<file path="src/hdl/sha256_pkg.sv">
// SHA-256 shared types, constants and round functions.
package sha256_pkg;

  typedef struct packed {
    logic       action;
    logic [7:0] data_byte;
  } item_t;

  localparam logic ACT_ABSORB = 1'b0;
  localparam logic ACT_FINISH = 1'b1;

  localparam int unsigned QUEUE_DEPTH = 4;

  function automatic logic [31:0] round_k(input logic [5:0] t);
    logic [31:0] k [64];
    k = '{
      32'h428a2f98, 32'h71374491, 32'hb5c0fbcf, 32'he9b5dba5,
      32'h3956c25b, 32'h59f111f1, 32'h923f82a4, 32'hab1c5ed5,
      32'hd807aa98, 32'h12835b01, 32'h243185be, 32'h550c7dc3,
      32'h72be5d74, 32'h80deb1fe, 32'h9bdc06a7, 32'hc19bf174,
      32'he49b69c1, 32'hefbe4786, 32'h0fc19dc6, 32'h240ca1cc,
      32'h2de92c6f, 32'h4a7484aa, 32'h5cb0a9dc, 32'h76f988da,
      32'h983e5152, 32'ha831c66d, 32'hb00327c8, 32'hbf597fc7,
      32'hc6e00bf3, 32'hd5a79147, 32'h06ca6351, 32'h14292967,
      32'h27b70a85, 32'h2e1b2138, 32'h4d2c6dfc, 32'h53380d13,
      32'h650a7354, 32'h766a0abb, 32'h81c2c92e, 32'h92722c85,
      32'ha2bfe8a1, 32'ha81a664b, 32'hc24b8b70, 32'hc76c51a3,
      32'hd192e819, 32'hd6990624, 32'hf40e3585, 32'h106aa070,
      32'h19a4c116, 32'h1e376c08, 32'h2748774c, 32'h34b0bcb5,
      32'h391c0cb3, 32'h4ed8aa4a, 32'h5b9cca4f, 32'h682e6ff3,
      32'h748f82ee, 32'h78a5636f, 32'h84c87814, 32'h8cc70208,
      32'h90befffa, 32'ha4506ceb, 32'hbef9a3f7, 32'hc67178f2};
    return k[t];
  endfunction

  function automatic logic [31:0] iv_word(input logic [2:0] i);
    logic [31:0] h [8];
    h = '{32'h6a09e667, 32'hbb67ae85, 32'h3c6ef372, 32'ha54ff53a,
          32'h510e527f, 32'h9b05688c, 32'h1f83d9ab, 32'h5be0cd19};
    return h[i];
  endfunction

  function automatic logic [31:0] rotr(input logic [31:0] x, input int n);
    return (x >> n) | (x << (32 - n));
  endfunction

endpackage

</file>
<file path="src/hdl/sha256_queue.sv">
// Small FIFO between the item front end and the hashing engine.
module sha256_queue (
  input  logic                 clk,
  input  logic                 rst_n,
  input  logic                 wr_valid,
  output logic                 wr_ready,
  input  sha256_pkg::item_t    wr_item,
  output logic                 rd_valid,
  input  logic                 rd_ready,
  output sha256_pkg::item_t    rd_item
);
  localparam int unsigned AW = $clog2(sha256_pkg::QUEUE_DEPTH);

  sha256_pkg::item_t mem_r [sha256_pkg::QUEUE_DEPTH];
  logic [AW-1:0] wp_r, rp_r;
  logic [AW:0]   cnt_r;
  logic          wr_en, rd_en;

  assign wr_ready = (cnt_r != (AW+1)'(sha256_pkg::QUEUE_DEPTH));
  assign rd_valid = (cnt_r != '0);
  assign rd_item  = mem_r[rp_r];
  assign wr_en    = wr_valid && wr_ready;
  assign rd_en    = rd_valid && rd_ready;

  always_ff @(posedge clk) begin
    if (wr_en) begin
      mem_r[wp_r] <= wr_item;
    end
  end

  always_ff @(posedge clk) begin
    if (!rst_n) begin
      wp_r  <= '0;
      rp_r  <= '0;
      cnt_r <= '0;
    end else begin
      if (wr_en) wp_r <= wp_r + 1'b1;
      if (rd_en) rp_r <= rp_r + 1'b1;
      cnt_r <= cnt_r + (AW+1)'(wr_en) - (AW+1)'(rd_en);
    end
  end

  a_no_overflow: assert property (@(posedge clk) disable iff (!rst_n)
    cnt_r <= (AW+1)'(sha256_pkg::QUEUE_DEPTH)) else $error("queue overflow");
  a_cnt_track: assert property (@(posedge clk) disable iff (!rst_n)
    (wr_en && !rd_en) |=> cnt_r == $past(cnt_r) + 1'b1) else $error("count slip");
  a_empty_ptr: assert property (@(posedge clk) disable iff (!rst_n)
    (cnt_r == '0) |-> (wp_r == rp_r)) else $error("pointer slip");
endmodule

</file>
<file path="src/hdl/sha256_engine.sv">
// Hashing engine: block buffer, padding sequencer, 64-round compressor, digest out.
module sha256_engine (
  input  logic               clk,
  input  logic               rst_n,
  input  logic               item_valid,
  output logic               item_ready,
  input  sha256_pkg::item_t  item,
  output logic               out_valid,
  input  logic               out_ready,
  output logic [31:0]        out_digest_word,
  output logic [2:0]         out_word_index,
  output logic               out_last_word
);
  localparam logic [2:0] S_IDLE = 3'd0;
  localparam logic [2:0] S_PAD  = 3'd1;  // write pad bytes
  localparam logic [2:0] S_LOAD = 3'd2;  // read 16 words into schedule
  localparam logic [2:0] S_RND  = 3'd3;
  localparam logic [2:0] S_ADD  = 3'd4;
  localparam logic [2:0] S_OUT  = 3'd5;

  logic [2:0]  st_r, st_nxt;
  logic [5:0]  pend_r;
  logic [60:0] msg_r;
  logic        fin_r;      // current compression is part of finish
  logic        last_blk_r; // finish: this block holds the length
  logic [63:0] bits_r;

  logic [31:0] mem_r [16]; // block as words, byte-writable
  logic [31:0] w_r [16];
  logic [31:0] h_r [8];
  logic [31:0] v_r [8];
  logic [5:0]  t_r;
  logic [4:0]  lc_r;       // load counter
  logic [2:0]  oi_r;
  logic        ov_r;

  // pad byte value for position pend_r while in S_PAD
  logic [7:0]  pad_byte;
  logic [2:0]  li;
  assign li = 3'(pend_r - 6'd56);
  always_comb begin
    if (last_blk_r && pend_r >= 6'd56) pad_byte = bits_r[8'(7 - li) * 8 +: 8];
    else                               pad_byte = 8'h00;
  end

  logic        wr_en;
  logic [5:0]  wr_addr;
  logic [7:0]  wr_data;
  logic        absorb_go, finish_go;

  assign item_ready = (st_r == S_IDLE);
  assign absorb_go  = item_valid && item_ready && item.action == sha256_pkg::ACT_ABSORB;
  assign finish_go  = item_valid && item_ready && item.action == sha256_pkg::ACT_FINISH;

  always_comb begin
    wr_en = 1'b0; wr_addr = pend_r; wr_data = item.data_byte;
    if (absorb_go) wr_en = 1'b1;
    else if (finish_go) begin wr_en = 1'b1; wr_data = 8'h80; end
    else if (st_r == S_PAD) begin wr_en = 1'b1; wr_data = pad_byte; end
  end

  always_ff @(posedge clk) begin
    if (wr_en) begin
      mem_r[wr_addr[5:2]][8'(3 - wr_addr[1:0]) * 8 +: 8] <= wr_data;
    end
  end

  // round logic
  logic [31:0] s0, s1, nw, t1, t2, e, a, ch, mj;
  assign s0 = sha256_pkg::rotr(w_r[1], 7) ^ sha256_pkg::rotr(w_r[1], 18) ^ (w_r[1] >> 3);
  assign s1 = sha256_pkg::rotr(w_r[14], 17) ^ sha256_pkg::rotr(w_r[14], 19)
            ^ (w_r[14] >> 10);
  assign nw = w_r[0] + s0 + w_r[9] + s1;
  assign a  = v_r[0];
  assign e  = v_r[4];
  assign ch = (e & v_r[5]) ^ (~e & v_r[6]);
  assign mj = (a & v_r[1]) ^ (a & v_r[2]) ^ (v_r[1] & v_r[2]);
  assign t1 = v_r[7] + (sha256_pkg::rotr(e, 6) ^ sha256_pkg::rotr(e, 11)
            ^ sha256_pkg::rotr(e, 25)) + ch + sha256_pkg::round_k(t_r) + w_r[0];
  assign t2 = (sha256_pkg::rotr(a, 2) ^ sha256_pkg::rotr(a, 13) ^ sha256_pkg::rotr(a, 22))
            + mj;

  always_comb begin
    st_nxt = st_r;
    unique case (st_r)
      S_IDLE: begin
        if (absorb_go && pend_r == 6'd63) st_nxt = S_LOAD;
        else if (finish_go) st_nxt = (pend_r == 6'd63) ? S_LOAD : S_PAD;
      end
      S_PAD:  if (pend_r == 6'd63 || (!last_blk_r && pend_r == 6'd63)) st_nxt = S_LOAD;
      S_LOAD: if (lc_r == 5'd15) st_nxt = S_RND;
      S_RND:  if (t_r == 6'd63) st_nxt = S_ADD;
      S_ADD:  begin
        if (!fin_r) st_nxt = S_IDLE;
        else if (!last_blk_r) st_nxt = S_PAD;
        else st_nxt = S_OUT;
      end
      S_OUT:  if (out_ready && oi_r == 3'd7) st_nxt = S_IDLE;
      default: st_nxt = S_IDLE;
    endcase
  end

  always_ff @(posedge clk) begin
    if (!rst_n) begin
      st_r <= S_IDLE; pend_r <= '0; msg_r <= '0; fin_r <= 1'b0;
      last_blk_r <= 1'b0; t_r <= '0; lc_r <= '0; oi_r <= '0;
      for (int i = 0; i < 8; i++) h_r[i] <= sha256_pkg::iv_word(3'(i));
    end else begin
      st_r <= st_nxt;
      unique case (st_r)
        S_IDLE: begin
          lc_r <= '0;
          if (absorb_go) begin
            pend_r <= pend_r + 1'b1;
            msg_r  <= msg_r + 1'b1;
          end else if (finish_go) begin
            fin_r      <= 1'b1;
            bits_r     <= {msg_r, 3'b000};
            last_blk_r <= (pend_r < 6'd56);
            pend_r     <= pend_r + 1'b1;
          end
        end
        S_PAD: pend_r <= pend_r + 1'b1;
        S_LOAD: begin
          w_r[lc_r[3:0]] <= mem_r[lc_r[3:0]];
          lc_r <= lc_r + 1'b1;
          t_r  <= '0;
          for (int i = 0; i < 8; i++) v_r[i] <= h_r[i];
        end
        S_RND: begin
          for (int i = 0; i < 15; i++) w_r[i] <= w_r[i+1];
          w_r[15] <= nw;
          v_r[7] <= v_r[6]; v_r[6] <= v_r[5]; v_r[5] <= v_r[4];
          v_r[4] <= v_r[3] + t1;
          v_r[3] <= v_r[2]; v_r[2] <= v_r[1]; v_r[1] <= v_r[0];
          v_r[0] <= t1 + t2;
          t_r <= t_r + 1'b1;
        end
        S_ADD: begin
          for (int i = 0; i < 8; i++) h_r[i] <= h_r[i] + v_r[i];
          pend_r <= '0;
          lc_r   <= '0;
          oi_r   <= '0;
          if (fin_r && !last_blk_r) last_blk_r <= 1'b1;
        end
        S_OUT: begin
          if (out_ready) begin
            oi_r <= oi_r + 1'b1;
            if (oi_r == 3'd7) begin
              fin_r <= 1'b0; last_blk_r <= 1'b0; msg_r <= '0;
              for (int i = 0; i < 8; i++) h_r[i] <= sha256_pkg::iv_word(3'(i));
            end
          end
        end
        default: ;
      endcase
    end
  end

  assign ov_r            = (st_r == S_OUT);
  assign out_valid       = ov_r;
  assign out_digest_word = h_r[oi_r];
  assign out_word_index  = oi_r;
  assign out_last_word   = (oi_r == 3'd7);

  a_busy_blocks: assert property (@(posedge clk) disable iff (!rst_n)
    (st_r != S_IDLE) |-> !item_ready) else $error("accept while busy");
  a_out_hold: assert property (@(posedge clk) disable iff (!rst_n)
    (out_valid && !out_ready) |=> out_valid && $stable(oi_r)) else $error("digest dropped");
  a_rnd_done: assert property (@(posedge clk) disable iff (!rst_n)
    (st_r == S_RND && t_r == 6'd63) |=> st_r == S_ADD) else $error("round count slip");
  a_out_fin: assert property (@(posedge clk) disable iff (!rst_n)
    out_valid |-> fin_r && last_blk_r) else $error("digest without finish");
endmodule

</file>
<file path="src/hdl/sha256_message_hasher.sv">
// SHA-256 message hasher top level: input queue plus hashing engine.
// Items (one message byte, or finish) enter through a 4-deep queue, so the
// input side keeps accepting while the engine compresses, until the queue
// fills. The engine takes one byte per cycle while idle; every 64th byte
// starts a compression: a 16-word schedule load, 64 rounds (one round per
// cycle through a single round unit) and the add. A finish pads the block
// one byte per cycle, runs one or two compressions, then presents the eight
// digest words H0..H7 one per cycle on the out_ channel while out_ready is
// high, word 7 flagged by out_last_word, and restarts at the initial hash value.
module sha256_message_hasher (
  input  logic        clk,
  input  logic        rst_n,
  input  logic        in_valid,
  output logic        in_ready,
  input  logic        in_action,
  input  logic [7:0]  in_data_byte,
  output logic        out_valid,
  input  logic        out_ready,
  output logic [31:0] out_digest_word,
  output logic [2:0]  out_word_index,
  output logic        out_last_word
);
  sha256_pkg::item_t in_item, q_item;
  logic              q_valid, q_ready;

  assign in_item.action    = in_action;
  assign in_item.data_byte = in_data_byte;

  sha256_queue u_queue (
    .clk(clk), .rst_n(rst_n),
    .wr_valid(in_valid), .wr_ready(in_ready), .wr_item(in_item),
    .rd_valid(q_valid), .rd_ready(q_ready), .rd_item(q_item)
  );

  sha256_engine u_engine (
    .clk(clk), .rst_n(rst_n),
    .item_valid(q_valid), .item_ready(q_ready), .item(q_item),
    .out_valid(out_valid), .out_ready(out_ready),
    .out_digest_word(out_digest_word), .out_word_index(out_word_index),
    .out_last_word(out_last_word)
  );

  a_idx_last: assert property (@(posedge clk) disable iff (!rst_n)
    out_valid |-> (out_last_word == (out_word_index == 3'd7))) else $error("last flag");
  a_idx_step: assert property (@(posedge clk) disable iff (!rst_n)
    (out_valid && out_ready && !out_last_word) |=> out_valid) else $error("digest gap");
  a_idx_hold: assert property (@(posedge clk) disable iff (!rst_n)
    (out_valid && !out_ready) |=> $stable(out_digest_word)) else $error("word changed");
endmodule

</file>
<file path="config.mk">
export PLATFORM = sky130hd
export DESIGN_NAME = sha256_message_hasher
export DESIGN_NICKNAME = d
export VERILOG_FILES = /design/src/hdl/sha256_pkg.sv /design/src/hdl/sha256_queue.sv /design/src/hdl/sha256_engine.sv /design/src/hdl/sha256_message_hasher.sv
export SDC_FILE = /design/constraint.sdc
export NUM_CORES = 2
export LEC_CHECK = 0
export ABC_AREA = 0
export BUFFER_PORTS_ARGS = -buffer_cell sky130_fd_sc_hd__buf_4
export CORE_MARGIN = 4
export CORE_UTILIZATION = 50
export DETAILED_ROUTE_END_ITERATION = 16
export PLACE_DENSITY = 0.68
export SYNTH_ARGS = -nofsm -noshare
export SYNTH_HDL_FRONTEND = slang
export SYNTH_SLANG_ARGS = --single-unit
</file>
<file path="constraint.sdc">
create_clock -name clk -period 21.7 [get_ports clk]
set_input_delay 4.34 -clock clk [delete_from_list [all_inputs] [get_ports clk]]
set_output_delay 4.34 -clock clk [all_outputs]
set_load 0.01 [all_outputs]
</file>
# Word-level counts from Yosys, hierarchy flattened
# Memory sizes are Yosys's and may differ from the RTL's. A register that Yosys moved wholly into a read port is not among the register bits.
# Index checks and enable logic that the tools add are counted.
# op_classes
mux,91
shift,3
mul,0
addsub,31
n_reduce_logical,28
n_div,0
order_cmp,3
bitwise_logic,54
eq_ne,22
# op_table
cell,n
2-to-1 mux 32 bit,28
adder 32 bit,18
XOR 32 bit,9
2-to-1 mux 61 bit,3
bitwise AND 32 bit,5
one-hot mux 61 bit (2 select lines),1
variable part select 64 x 12 -> 8 bit,1
adder 61 x 1 -> 61 bit (second input constant),1
negation 11 -> 34 bit,1
variable shift 8 x 34 -> 32 bit (first input constant),1
variable part select 8 x 34 -> 32 bit,1
2-to-1 mux 3 bit,11
2-to-1 mux 8 bit,4
NOT 32 bit,1
OR 10 x 32 -> 32 bit,1
OR 13 x 32 -> 32 bit,1
OR 14 x 32 -> 32 bit,1
OR 15 x 32 -> 32 bit,1
OR 19 x 32 -> 32 bit,1
OR 21 x 32 -> 32 bit,1
OR 25 x 32 -> 32 bit,1
OR 26 x 32 -> 32 bit,1
OR 30 x 32 -> 32 bit,1
OR 7 x 32 -> 32 bit,1
48 further kinds,137
# word_totals
romBits,2048
input_bits,13
latchBits,0
word_cells,250
memories,6
register_bits,154
ramBits,1572
# memory_table
memory,depth,width,read_ports,rd_clocked_by_memory_dff,write_ports,line_no,rtl
(name not given),64,32,1,0,0,sha256_pkg.sv:33,return k[t];
u_engine.mem_r,16,32,1,1,1,sha256_engine.sv:28,logic [31:0] mem_r [16];
u_engine.w_r,16,32,16,0,16,sha256_engine.sv:29,logic [31:0] w_r [16];
u_engine.h_r,8,32,9,1,8,sha256_engine.sv:30,logic [31:0] h_r [8];
u_engine.v_r,8,32,8,0,8,sha256_engine.sv:31,logic [31:0] v_r [8];
u_queue.mem_r,4,9,1,1,1,sha256_queue.sv:14,sha256_pkg::item_t mem_r [sha256_pkg::QUEUE_DEPTH];

# Depth between registers and ports, before layout
# An unclocked memory read counts as a cell.
# depth
depth_word,10
mapped_depth,40
ltp_nobuf,37

# Cells and area by module
# From an unflattened synthesis, not the netlist that was laid out.
# unflattened
cells_unflattened,8603
hier_area_um2,95855.7
# by_module_without_submodules
module,instances,seq_area_each_um2,area_per_inst_um2,cells_per_inst
sha256_engine,1,48536.6,94069.0,8508
sha256_queue,1,1261.2,1786.7,95

# Worst setup path after synthesis
# OpenSTA, ideal clock, no wires.
# synth_timing
path_type,input-to-reg
startpoint,in rst_n
endpoint,"mem u_engine.w_r[15][0], enable pin"
t_arrival_ns,10.853
slack_ns,10.456
required_time_ns,21.309
stages,4
path_cell_list,clkbuf_1 -> nand2_1 -> inv_1 -> o21a_1
# synth_lines
item,line_no,rtl
"start, declared",sha256_message_hasher.sv:12,"input logic rst_n,"
"end, declared",sha256_engine.sv:29,

==> flow_metrics.env <==
export IMPL_outcome="finished clean"
export IMPL_fmax_mhz=95.86
export IMPL_finalNetCount=9222
export IMPL_h_tree_depth=4
export IMPL_row_count=161
export IMPL_synthesis_instances=8728
export IMPL_hpwlAfterDp_um=213000
export IMPL_cp_slowest_cell="dfxtp_4"
export IMPL_final_cell_mix="nand2_1 (2089), edfxtp_1 (1505), nor2_1 (467)"
export IMPL_max_cap_viol_count=0
export IMPL_ys_top_cells_by_area="edfxtp_1 (47%), nand2_1 (8.1%), mux4_2 (5.8%)"
export IMPL_async_reset_ff_frac=0
export IMPL_critPathKind="reg -> reg"
export IMPL_yosys_warnings=0
export IMPL_power_density_mw_per_mm2=74.57
export IMPL_grt_pass1_wl_um=438900
export IMPL_drt_wl_total_um=297200
export IMPL_chipWidth_um=447.8
export IMPL_cts_resized=0
export IMPL_drt_iter0_drc=7837
export IMPL_cts_tree="built"
export IMPL_cts_reportedPaths_clkPinSlew_ns=0.06
export IMPL_final_common_cell="nand2_1"
export IMPL_yosys_register_bits=1735
export IMPL_wl_per_cell_um=26.34
export IMPL_core_area_sq_mm=0.1924
export IMPL_num_vias=69510
export IMPL_final_max_slew_viol_count=0
export IMPL_syn_avg_cell_area_sq_um=11.08
export IMPL_hold_path_class="reg -> reg"
export IMPL_post_route_period_util=0.4807
export IMPL_ant_nets=0
export IMPL_grt_pass1_vias=66660
export IMPL_syn_nets=9351
export IMPL_cts_num_sinks=1735
export IMPL_relSlewSlack=0.1897
export IMPL_pin_count=51
export IMPL_drive_above_1_share=0.08661
export IMPL_synth_top_area_cell="edfxtp_1"
export IMPL_seq_area_sq_mm=0.04983
export IMPL_r2r_setup_slack_ns=11.27
export IMPL_cts_buffers=182
export IMPL_post_cts_setup_buffer_count=0
export IMPL_ys_seq_area_frac=0.5149
export IMPL_synth_main_ff_cell="edfxtp_1"
export IMPL_slowest_delay_ns=0.76
export IMPL_holdPathStages=2
export IMPL_syn_to_final_growth_pct=9.085
export IMPL_cp_required_ns=22.26
export IMPL_antenna_found_initial=9
export IMPL_rsz0062_at_grt="no"
export IMPL_startpoint_type="flip-flop"
export IMPL_rr_worst_depth=35
export IMPL_worst_pin_slew_ns=1.215
export IMPL_multi_input_area_sq_mm=0.04437
export IMPL_initial_core_util=0.5028
export IMPL_ys_types=86
export IMPL_worstSkewPairLatency_ns=0.88
export IMPL_grt_max_degree=235
export IMPL_grt_remaining_overflow=0
export IMPL_remaining_drc_errors=0
export IMPL_whs_ns=0.4689
export IMPL_path_common_cell="fa_1"
export IMPL_worstReg2RegEnd="u_engine.v_r[0][31]$_DFFE_PP_"
export IMPL_synth_top_area_frac=0.4672
export IMPL_die_area_sq_mm=0.2005
export IMPL_setup_violations=0
export IMPL_root_buffer="clkbuf_16"
export IMPL_endpoint="u_engine.v_r[0][31]$_DFFE_PP_"
export IMPL_synth_area_sq_mm=0.09672
export IMPL_critical_path_startpoint="u_engine.t_r[3]$_SDFFE_PN0P_"
export IMPL_cts_hold_buf=0
export IMPL_skew_ns=0.07076
export IMPL_cp_max_fo=59
export IMPL_worstPathArrival_ns=11.00
export IMPL_setup_tns_ns=0
export IMPL_grt_usage=0.2945
export IMPL_port_buffer_count=50
export IMPL_viasPerCell=6.162
export IMPL_hold_viol_final=0
export IMPL_leakage_nw=37.69
export IMPL_r2r_start="u_engine.t_r[3]$_SDFFE_PN0P_"
export IMPL_clockBufferDepth=3
export IMPL_place_congestion=0.9882
export IMPL_drt_first_pass_iters=8
export IMPL_worstSetupEndpointType="flip-flop"
export IMPL_synth_edf_count=1505
export IMPL_ir_worst_vdd_mv=0.09941
export IMPL_die_y_um=447.8
export IMPL_min_period_ns=10.43
export IMPL_fillers=16120
[how the worst min path moves through the flow]
stage / from / endpoint / slack, ns
detailed placement: u_engine.msg_r[60]$_SDFFE_PN0P_ / u_engine.bits_r[63]$_DFFE_PP_ / 0.45
floorplan: u_engine.msg_r[60]$_SDFFE_PN0P_ / u_engine.bits_r[63]$_DFFE_PP_ / 0.43
global placement: u_engine.msg_r[60]$_SDFFE_PN0P_ / u_engine.bits_r[63]$_DFFE_PP_ / 0.44
finish: u_engine.w_r[12][3]$_DFFE_PP_ / u_engine.w_r[11][3]$_DFFE_PP_ / 0.47
CTS: u_engine.msg_r[60]$_SDFFE_PN0P_ / u_engine.bits_r[63]$_DFFE_PP_ / 0.47
global route: u_engine.msg_r[60]$_SDFFE_PN0P_ / u_engine.bits_r[63]$_DFFE_PP_ / 0.47
[metal layers]
metal,up-vias,share of wire,wire (um),global-route usage
li1,30980,-,-,-
met1,34640,0.40,119900,0.4029
met2,3225,0.46,135400,0.4575
met3,666,0.083,24750,0.04921
met4,4,0.058,17110,0.1456
met5,-,0.000061,18,0
[flip-flops by register name (all words and copies together), names as in the netlist, 3 cells and up, named ones only]
register / flops
u_queue.mem_r: 36
u_engine.st_r: 3
u_engine.out_word_index: 3
u_engine.h_r: 256
u_engine.msg_r: 61
u_engine.pend_r: 6
u_engine.lc_r: 5
u_engine.bits_r: 61
u_engine.w_r: 512
u_engine.v_r: 256
u_engine.t_r: 6
u_engine.mem_r: 512
u_queue.cnt_r: 3
[per-stage QoR]
step | total power [W] | setup WS [ns] | utilization | cells | instance area (sq um)
2_1_floorplan | 0.004401 | 10.46 | - | 8728 | 96720
4_1_cts | 0.007900 | 11.41 | 0.5484 | 11280 | 105500
3_3_place_gp | 0.004680 | 11.34 | 0.5167 | 10940 | 99390
5_1_grt | 0.008116 | 10.58 | 0.5484 | 11280 | 105500
6_report | 0.007868 | 11.27 | 0.5485 | 11280 | 105500
3_5_place_dp | 0.004713 | 11.45 | 0.5167 | 10940 | 99390
[cells in the mapped netlist (60+ instances only)]
cell type / instances
xor2_1: 181
fa_1: 196
xnor2_1: 412
edfxtp_1: 1505
a21o_1: 167
a211oi_1: 69
inv_1: 276
clkbuf_1: 359
buf_1: 71
nor3_1: 109
nand3_1: 132
dfxtp_1: 230
o21ai_0: 370
nand2b_1: 67
mux4_2: 247
nor2b_1: 60
o21a_1: 73
nand2_1: 2092
nor2_1: 483
a21oi_1: 438
ha_1: 414
[cell families after synthesis]
kind of cell / after synthesis / share of synthesized area
AOI/OAI and AO/OA: 1496 / 0.09736
xor gates and xnor gates: 594 / 0.05394
muxes: 347 / 0.06997
buffers and inverters: 717 / 0.02816
DFF: 1735 / 0.5149
and+or+nand+nor: 3203 / 0.1389
adders and majority gates: 636 / 0.09681
[area by class of cell]
| class | instances | share of cell area |
|---|---|---|
| well taps | 2526 | 0.02995 |
| repair buffers | 126 | 0.009321 |
| clock buffers | 228 | 0.04558 |
| inverters | 278 | 0.009985 |
| clock inverters | 109 | 0.01231 |
| diodes | 3 | 0.00007115 |
| flip-flops and latches | 1735 | 0.4722 |
| multi-input cells | 6276 | 0.4205 |
[worst max-delay path, delay by kind of cell, from the launching register on]
| kind | cells | cell delay [ns] |
|---|---|---|
| AO/OA/AOI/OAI | 16 | 4.25 |
| adder cells (fa/ha/maj) | 7 | 2.86 |
| AND/OR/NAND/NOR | 5 | 1.01 |
| buffers and inverters | 5 | 0.87 |
| flip-flops | 1 | 0.76 |
| XOR/XNOR | 2 | 0.34 |
[report_power, final]
part           total [W]  internal [W]  leakage [nW]  switching [W]
clock network    0.00322       0.00183          2.94        0.00140
registers        0.00389       0.00386          14.9      0.0000382
logic           0.000753      0.000197          19.8       0.000556
total            0.00787       0.00588          37.7        0.00199
No activity file was read; power rests on OpenSTA's default activity.
